## src/hw/rtl/linear_convolution_engine_macros.svh

```systemverilog
// Assertion macros for the linear convolution engine.
`ifndef LINEAR_CONVOLUTION_ENGINE_MACROS_SVH
`define LINEAR_CONVOLUTION_ENGINE_MACROS_SVH

// Same-cycle implication, checked on every rising edge outside reset.
`define LCE_ASSERT_SAME(label, ante, cons, msg) \
    label: assert property (@(posedge clk) disable iff (!rst_n) (ante) |-> (cons)) \
        else $error(msg);

// Next-cycle implication, checked on every rising edge outside reset.
`define LCE_ASSERT_NEXT(label, ante, cons, msg) \
    label: assert property (@(posedge clk) disable iff (!rst_n) (ante) |=> (cons)) \
        else $error(msg);

`endif

```

## src/hw/rtl/lce_pkg.sv

```systemverilog
// Package: constants, codes and types of the linear convolution engine.
package lce_pkg;

    localparam int MAX_TAPS    = 64;
    localparam int SAMPLE_BITS = 24;
    localparam int FRAC_BITS   = SAMPLE_BITS - 1;
    localparam int IDX_W       = $clog2(MAX_TAPS);
    localparam int CNT_W       = $clog2(MAX_TAPS + 1);
    localparam int PROD_W      = 2 * SAMPLE_BITS;
    localparam int ACC_W       = PROD_W + $clog2(MAX_TAPS);
    localparam int SHR_W       = ACC_W - FRAC_BITS;

    localparam logic [CNT_W-1:0]        TAPS_FULL = CNT_W'(MAX_TAPS);
    localparam logic signed [ACC_W-1:0] RND_HALF  = ACC_W'(64'd1 << (FRAC_BITS - 1));
    localparam logic signed [SHR_W-1:0] SMAX_EXT  = SHR_W'((64'd1 << FRAC_BITS) - 64'd1);
    localparam logic signed [SHR_W-1:0] SMIN_EXT  = -SHR_W'(64'd1 << FRAC_BITS);

    typedef enum logic [1:0] {
        CMD_LOAD  = 2'd0,
        CMD_PUSH  = 2'd1,
        CMD_END   = 2'd2,
        CMD_CLEAR = 2'd3
    } cmd_t;

    typedef enum logic [3:0] {
        ST_IDLE  = 4'b0001,
        ST_MAC   = 4'b0010,
        ST_DRAIN = 4'b0100,
        ST_EMIT  = 4'b1000
    } state_t;

endpackage

```

## src/hw/rtl/linear_convolution_engine.sv

```systemverilog
// Top level: direct-form FIR convolution engine over tap and delay-line memories.
//
//   channel   dir  tdata            tuser          tlast
//   s_axis    in   value[23:0]      cmd[1:0]       -
//   m_axis    out  out_sample[23:0] saturated[0]   last tail word
//
// A sample word runs through the accept step, one multiply-accumulate per tap
// through the single shared multiplier, a drain of the read and product
// registers and one emit (only accept and emit with no taps). An end word
// runs tap_count-1 steps of multiply-accumulate, drain and emit.
// Reset clears tap count, write pointer and the delay-line valid bits; no
// clearing pass. A stalled output holds the engine in its emit step only.
`include "linear_convolution_engine_macros.svh"

module linear_convolution_engine
    import lce_pkg::*;
(
    input  logic                   clk,
    input  logic                   rst_n,
    input  logic                   s_axis_tvalid,
    output logic                   s_axis_tready,
    input  logic [SAMPLE_BITS-1:0] s_axis_tdata,   // [23:0] value
    input  logic [1:0]             s_axis_tuser,   // [1:0] cmd
    output logic                   m_axis_tvalid,
    input  logic                   m_axis_tready,
    output logic [SAMPLE_BITS-1:0] m_axis_tdata,   // [23:0] out_sample
    output logic                   m_axis_tuser,   // [0] saturated
    output logic                   m_axis_tlast
);

    // Memories: taps and delay line, registered read.
    logic [SAMPLE_BITS-1:0] tap_mem [MAX_TAPS];
    logic [SAMPLE_BITS-1:0] dly_mem [MAX_TAPS];

    state_t                 state_reg, state_next;
    logic [CNT_W-1:0]       tap_count_reg;
    logic [IDX_W-1:0]       wp_reg;
    logic [MAX_TAPS-1:0]    dly_valid_reg;   // entry not valid reads as zero
    logic [IDX_W-1:0]       k_reg;           // tap index being issued
    logic                   tail_reg;        // working through an end word
    logic [IDX_W-1:0]       tail_left_reg;   // tail steps still to emit

    logic                   rd_vld_reg;
    logic [SAMPLE_BITS-1:0] tap_rd_reg;
    logic [SAMPLE_BITS-1:0] dly_rd_reg;
    logic                   dly_ok_reg;
    logic                   prod_vld_reg;
    logic signed [PROD_W-1:0] prod_reg;
    logic signed [ACC_W-1:0]  acc_reg;

    logic                   in_fire;
    cmd_t                   in_cmd;
    logic [IDX_W-1:0]       rd_addr;
    logic                   last_issue;
    logic                   out_free;
    logic                   tail_done;
    logic signed [SAMPLE_BITS-1:0] dly_op;
    logic signed [ACC_W-1:0]  rnd;
    logic signed [SHR_W-1:0]  shr;
    logic [SAMPLE_BITS-1:0]   sat_val;
    logic                     sat_flag;

    assign s_axis_tready = (state_reg == ST_IDLE);
    assign in_fire       = s_axis_tvalid && s_axis_tready;
    assign in_cmd        = cmd_t'(s_axis_tuser);
    assign rd_addr       = wp_reg - k_reg;
    assign last_issue    = ({1'b0, k_reg} == (tap_count_reg - CNT_W'(1)));
    assign out_free      = !m_axis_tvalid || m_axis_tready;
    assign tail_done     = tail_reg && (tail_left_reg == IDX_W'(1));
    assign dly_op        = dly_ok_reg ? signed'(dly_rd_reg) : '0;

    // Round half up, then clip to Q1.23.
    always_comb
    begin
        rnd      = acc_reg + RND_HALF;
        shr      = rnd[ACC_W-1:FRAC_BITS];
        sat_flag = 1'b0;
        sat_val  = shr[SAMPLE_BITS-1:0];
        if (shr > SMAX_EXT)
        begin
            sat_val  = SMAX_EXT[SAMPLE_BITS-1:0];
            sat_flag = 1'b1;
        end
        else if (shr < SMIN_EXT)
        begin
            sat_val  = SMIN_EXT[SAMPLE_BITS-1:0];
            sat_flag = 1'b1;
        end
    end

    always_comb
    begin
        state_next = state_reg;
        unique case (state_reg)
            ST_IDLE:
            begin
                if (in_fire && in_cmd == CMD_PUSH)
                begin
                    state_next = (tap_count_reg == '0) ? ST_EMIT : ST_MAC;
                end
                else if (in_fire && in_cmd == CMD_END && tap_count_reg > CNT_W'(1))
                begin
                    state_next = ST_MAC;
                end
            end
            ST_MAC:
            begin
                if (last_issue)
                begin
                    state_next = ST_DRAIN;
                end
            end
            ST_DRAIN:
            begin
                if (!rd_vld_reg && !prod_vld_reg)
                begin
                    state_next = ST_EMIT;
                end
            end
            ST_EMIT:
            begin
                if (out_free)
                begin
                    state_next = (tail_reg && !tail_done) ? ST_MAC : ST_IDLE;
                end
            end
            default:
            begin
                state_next = ST_IDLE;
            end
        endcase
    end

    // Control state.
    always_ff @(posedge clk or negedge rst_n)
    begin
        if (!rst_n)
        begin
            state_reg     <= ST_IDLE;
            tap_count_reg <= '0;
            wp_reg        <= '0;
            dly_valid_reg <= '0;
            k_reg         <= '0;
            tail_reg      <= 1'b0;
            tail_left_reg <= '0;
            rd_vld_reg    <= 1'b0;
            prod_vld_reg  <= 1'b0;
            m_axis_tvalid <= 1'b0;
        end
        else
        begin
            state_reg    <= state_next;
            rd_vld_reg   <= (state_reg == ST_MAC);
            prod_vld_reg <= rd_vld_reg;
            if (state_reg == ST_MAC)
            begin
                k_reg <= k_reg + IDX_W'(1);
            end
            if (state_reg == ST_EMIT && out_free)
            begin
                m_axis_tvalid <= 1'b1;
            end
            else if (m_axis_tready)
            begin
                m_axis_tvalid <= 1'b0;
            end

            unique case (state_reg)
                ST_IDLE:
                begin
                    if (in_fire)
                    begin
                        k_reg <= '0;
                        unique case (in_cmd)
                            CMD_LOAD:
                            begin
                                if (tap_count_reg != TAPS_FULL)
                                begin
                                    tap_count_reg <= tap_count_reg + CNT_W'(1);
                                end
                            end
                            CMD_PUSH:
                            begin
                                tail_reg              <= 1'b0;
                                dly_valid_reg[wp_reg] <= 1'b1;
                            end
                            CMD_END:
                            begin
                                if (tap_count_reg > CNT_W'(1))
                                begin
                                    tail_reg              <= 1'b1;
                                    tail_left_reg         <= IDX_W'(tap_count_reg - CNT_W'(1));
                                    dly_valid_reg[wp_reg] <= 1'b0;
                                end
                                else
                                begin
                                    dly_valid_reg <= '0;
                                    wp_reg        <= '0;
                                end
                            end
                            CMD_CLEAR:
                            begin
                                tap_count_reg <= '0;
                            end
                            default:
                            begin
                            end
                        endcase
                    end
                end
                ST_EMIT:
                begin
                    if (out_free)
                    begin
                        k_reg <= '0;
                        if (tail_done)
                        begin
                            // Tail finished: empty the delay line.
                            tail_reg      <= 1'b0;
                            dly_valid_reg <= '0;
                            wp_reg        <= '0;
                        end
                        else
                        begin
                            wp_reg <= wp_reg + IDX_W'(1);
                            if (tail_reg)
                            begin
                                tail_left_reg                         <= tail_left_reg - IDX_W'(1);
                                dly_valid_reg[wp_reg + IDX_W'(1)]     <= 1'b0;
                            end
                        end
                    end
                end
                default:
                begin
                end
            endcase
        end
    end

    // Tap memory: write on load, read at the issued tap index.
    always_ff @(posedge clk)
    begin
        if (in_fire && in_cmd == CMD_LOAD && tap_count_reg != TAPS_FULL)
        begin
            tap_mem[tap_count_reg[IDX_W-1:0]] <= s_axis_tdata;
        end
        tap_rd_reg <= tap_mem[k_reg];
    end

    // Delay memory: write on sample, read newest-first from the write pointer.
    always_ff @(posedge clk)
    begin
        if (in_fire && in_cmd == CMD_PUSH)
        begin
            dly_mem[wp_reg] <= s_axis_tdata;
        end
        dly_rd_reg <= dly_mem[rd_addr];
        dly_ok_reg <= dly_valid_reg[rd_addr];
    end

    // Multiply, accumulate and output payload.
    always_ff @(posedge clk)
    begin
        prod_reg <= signed'(tap_rd_reg) * dly_op;
        if ((state_reg == ST_IDLE) || (state_reg == ST_EMIT && out_free))
        begin
            acc_reg <= '0;
        end
        else if (prod_vld_reg)
        begin
            acc_reg <= acc_reg + ACC_W'(prod_reg);
        end
        if (state_reg == ST_EMIT && out_free)
        begin
            m_axis_tdata <= sat_val;
            m_axis_tuser <= sat_flag;
            m_axis_tlast <= tail_done;
        end
    end

    `LCE_ASSERT_SAME(a_cnt_range, 1'b1, tap_count_reg <= TAPS_FULL, "tap count beyond capacity")
    `LCE_ASSERT_SAME(a_idle_pipe, in_fire, !rd_vld_reg && !prod_vld_reg, "word taken with MAC in flight")
    `LCE_ASSERT_NEXT(a_tail_flush, state_reg == ST_EMIT && out_free && tail_done,
                     wp_reg == '0 && dly_valid_reg == '0 && m_axis_tlast, "tail end did not flush")

endmodule
```

## config.mk

```make
export PLATFORM = sky130hd
export DESIGN_NAME = linear_convolution_engine
export DESIGN_NICKNAME = d
export VERILOG_FILES = /design/src/hw/rtl/lce_pkg.sv /design/src/hw/rtl/linear_convolution_engine.sv
export VERILOG_INCLUDE_DIRS = /design/src /design/src/hw/rtl
export SDC_FILE = /design/constraint.sdc
export NUM_CORES = 2
export LEC_CHECK = 0
export ABC_AREA = 1
export CAP_MARGIN = 5
export CELL_PAD_IN_SITES_DETAIL_PLACEMENT = 0
export CELL_PAD_IN_SITES_GLOBAL_PLACEMENT = 1
export CORE_UTILIZATION = 47
export DETAILED_ROUTE_END_ITERATION = 8
export DONT_BUFFER_PORTS = 1
export PLACE_DENSITY_LB_ADDON = 0.1
export SYNTH_ARGS = -nofsm -noshare
export SYNTH_HDL_FRONTEND = slang
export SYNTH_SLANG_ARGS = --single-unit
```

## constraint.sdc

```tcl
create_clock -name clk -period 6.67 [get_ports clk]
set_input_delay 0.3335 -clock clk [delete_from_list [all_inputs] [get_ports clk]]
set_output_delay 0.3335 -clock clk [all_outputs]
set_load 0.1 [all_outputs]
```

==> flow_summary.yaml <==
timing:
  hold_violations: 0
  tns_ns: -0.03955
  finalSetupViolCount: 1
  worst_slack_ns: -0.03955
  whs_ns: 0.05311
  finalCritPeriodShare_pct: 100.6
  skew_ns: 0.07146
  slew_viol_final: 0
  worst_pin_slew_ns: 1.335
  finalCriticalPeriod_ns: 6.710
  max_freq_mhz: 149.0
  maxSlewHeadroom_pct: 10.97
  rsz0062_at_grt: "true"
layout:
  final_area_um2: 181900
  drive_above_1_share_pct: 11.30
  multiInputGateArea_um2: 54760
  fin_cells: 19070
  syn2layout_area_growth_pct: 14.43
  fillCellCount: 28740
  final_nets: 15100
  ff_latch_area_um2: 98500
drt:
  wl_met2_um: 245000
  maxUsedRoutingLayer: "met5"
  wl_met3_um: 40100
  postRouteAntennaNets: 0
  wl_per_cell_um: 27.52
  first_pass_iters: 6
  wirelength_um: 524700
  vias_per_cell: 5.866
  drtIter0Drc: 12620
  remaining_drc_errors: 0
  m1WireLength_um: 223000
  vias: 111900
yosys:
  synth_ff_type: "edfxtp_1"
  synth-xor-area-share_pct: 0.6275
  netlist_area_um2: 158900
  synth_cell_types: 58
  syn_inst: 13990
  synthMuxAreaShare_pct: 1.209
  synth_compound_area_share_pct: 10.98
  synth_top_family_by_area: "simple AND/OR/NAND/NOR gates"
  ys_ff_latch: 3346
  synth-adder-area-share_pct: 9.246
  yosys.area_share.simple_pct: 11.33
  synth_edf_count: 3098
  synth.avg_cell_area_um2: 11.36
  synthArstFlopShare_pct: 2.899
  yosys_warnings: 0
  synthesis.nets: 14830
  synth.yosys.seq_area_share_pct: 61.97
clock_tree:
  tritoncts: "yes"
  cts.sinks: 3346
  clk_path_buf_depth: 4
  htreeDepth: 5
  cts-root-buf: "clkbuf_16"
  path_clk_slew_ns: 0.07
  insertion_delay_ns: 0.97
  cts_buffers: 362
global_route:
  antenna_found_initial: 21
  grt_first_pass_wirelength_um: 759200
  grt_usage_pct: 30.47
  grt_max_degree: 212
  gr-total-overflow: 0
  grt_pass1_vias: 109900
min_path:
  holdPathStages: 2
  hold_class: "input pin to flop"
  min_to: "m_axis_tvalid$_DFFE_PN0P_"
  worstHoldStart: "m_axis_tready"
critical_path:
  start_kind: "flop"
  critPathMaxFanout: 8
  worstReg2RegStart: "dly_ok_reg$_DFF_P_"
  reg2regPathDepth: 24
  reg2reg_slack_ns: -0.04
  crit_path_end_kind: "flop"
  cp.arrival_ns: 7.59
  r2r-end: "prod_reg[43]$_DFF_P_"
  crit_required_ns: 7.55
  crit_type: "flop to flop"
place:
  dp_hpwl_um: 313600
  place_congestion: 0.9486
  dp_cells: 18310
  post_dp_cell_area_um2: 167400
  port_buffers: 0
floorplan:
  rows: 213
  io_pins: 58
  die-area_um2: 340500
  die_y_um: 583.5
  coreArea_um2: 336600
  die_width_um: 583.5
  start_util_pct: 47.21
run_status:
  failed_checks: "negative setup slack"
  status: "finished, violations left"
job:
  max-cap-violations: 0
[per-stage QoR]
step	utilization, %	worst slack [ns]
after floorplan	-	0.001041
after global placement	49.74	-0.4678
after detailed placement	49.74	-0.5224
after CTS	53.64	0.0008296
after global routing	54.02	-0.2026
final	54.03	-0.03955
[placed cells by master (no fill, tap or decap), types with 245 or more instances in the layout]
cell       synthesis  final
o221ai_1         245    245
o22ai_1          294    294
fa_1             609    577
o21ai_0         1547   1522
buf_4              7    576
nor2_1          1973   1839
inv_1           1057   1023
edfxtp_1        3098   3098
a21oi_1          568    547
nand3_1          375    371
nand2_1         2019   1982
clkbuf_16          0    370
[metal layers]
layer  global-route usage, %  up-vias
met5                       0        -
met4                   8.954        2
met1                   43.20    57060
li1                        -    49450
met2                   49.13     4580
met3                   4.088      764
[critical path, cell delays in order (launching register included)]
cell,delay (ns)
dfxtp_4,0.43
buf_12,0.17
nand2_2,0.08
buf_12,0.14
nor2_4,0.10
fa_2,0.48
fa_2,0.66
clkinv_4,0.10
fa_2,0.61
clkinvlp_4,0.15
buf_6,0.15
buf_12,0.11
fa_1,0.50
fa_2,0.46
fa_2,0.60
fa_2,0.46
ha_4,0.33
nand2_4,0.07
nor2_2,0.09
inv_2,0.06
nor3_2,0.17
buf_4,0.16
nand4_1,0.20
nand3_1,0.18
xor2_1,0.14
[cells by family (layout without fill, tap and decap cells)]
family | count (synthesis) | after routing
and+or+nand+nor | 4563 | 4563
buffers and inverters | 1902 | 2461
other | 0 | 9
muxes | 192 | 192
adders and majority gates | 809 | 809
AOI/OAI and AO/OA | 3062 | 3062
xor gates and xnor gates | 113 | 113
DFF | 3346 | 3346
[worst max path at each step]
stage,from,endpoint,depth (start not counted),slack [ns]
3_3_place_gp,dly_ok_reg$_DFF_P_,prod_reg[45]$_DFF_P_,22,-0.47
6_report,dly_ok_reg$_DFF_P_,prod_reg[43]$_DFF_P_,24,-0.04
4_1_cts,dly_ok_reg$_DFF_P_,prod_reg[43]$_DFF_P_,27,0.0008
5_1_grt,dly_ok_reg$_DFF_P_,prod_reg[45]$_DFF_P_,23,-0.20
3_5_place_dp,dly_ok_reg$_DFF_P_,prod_reg[45]$_DFF_P_,22,-0.52
2_1_floorplan,dly_ok_reg$_DFF_P_,prod_reg[42]$_DFF_P_,22,0.001
[repair_timing]
action,CTS,global route
resized for setup,50,264
setup endpoints to repair,24,29
pin swaps,8,88
endpoints found under the hold margin,3197,0
cloned,0,1
setup buffers,3,32
hold buffers,59,0
[cells in the mapped netlist (all sizes together), types with 93 or more instances]
cell | n | area (µm²)
a21oi | 569 | 2851
nand3 | 376 | 1887
o21ai | 1633 | 8180
mux2i | 192 | 1922
dfxtp | 151 | 3023
buf | 222 | 1061
o211ai | 188 | 1411
clkbuf | 592 | 2222
o22ai | 294 | 1839
nand2 | 2026 | 7622
inv | 1072 | 4024
edfxtp | 3098 | 93030
xor2 | 93 | 822.0
nor2 | 1980 | 7450
fa | 609 | 12190
nor3 | 112 | 611.8
dfrtp | 96 | 2402
ha | 200 | 2502
o221ai | 245 | 2146
[cell type report]
type                       count  area share, %
clock buffer                 447          5.277
clock inverter               206          1.247
antenna                        9        0.01238
timing repair buffer         720          3.800
inverter                    1088          2.286
multi-input combinational   8739          30.11
tap                         4515          3.106
sequential                  3346          54.16
Power is left out: the tool's default activity adds up to more than one toggle a clock period on the data nets, which glitch-free logic cannot reach.
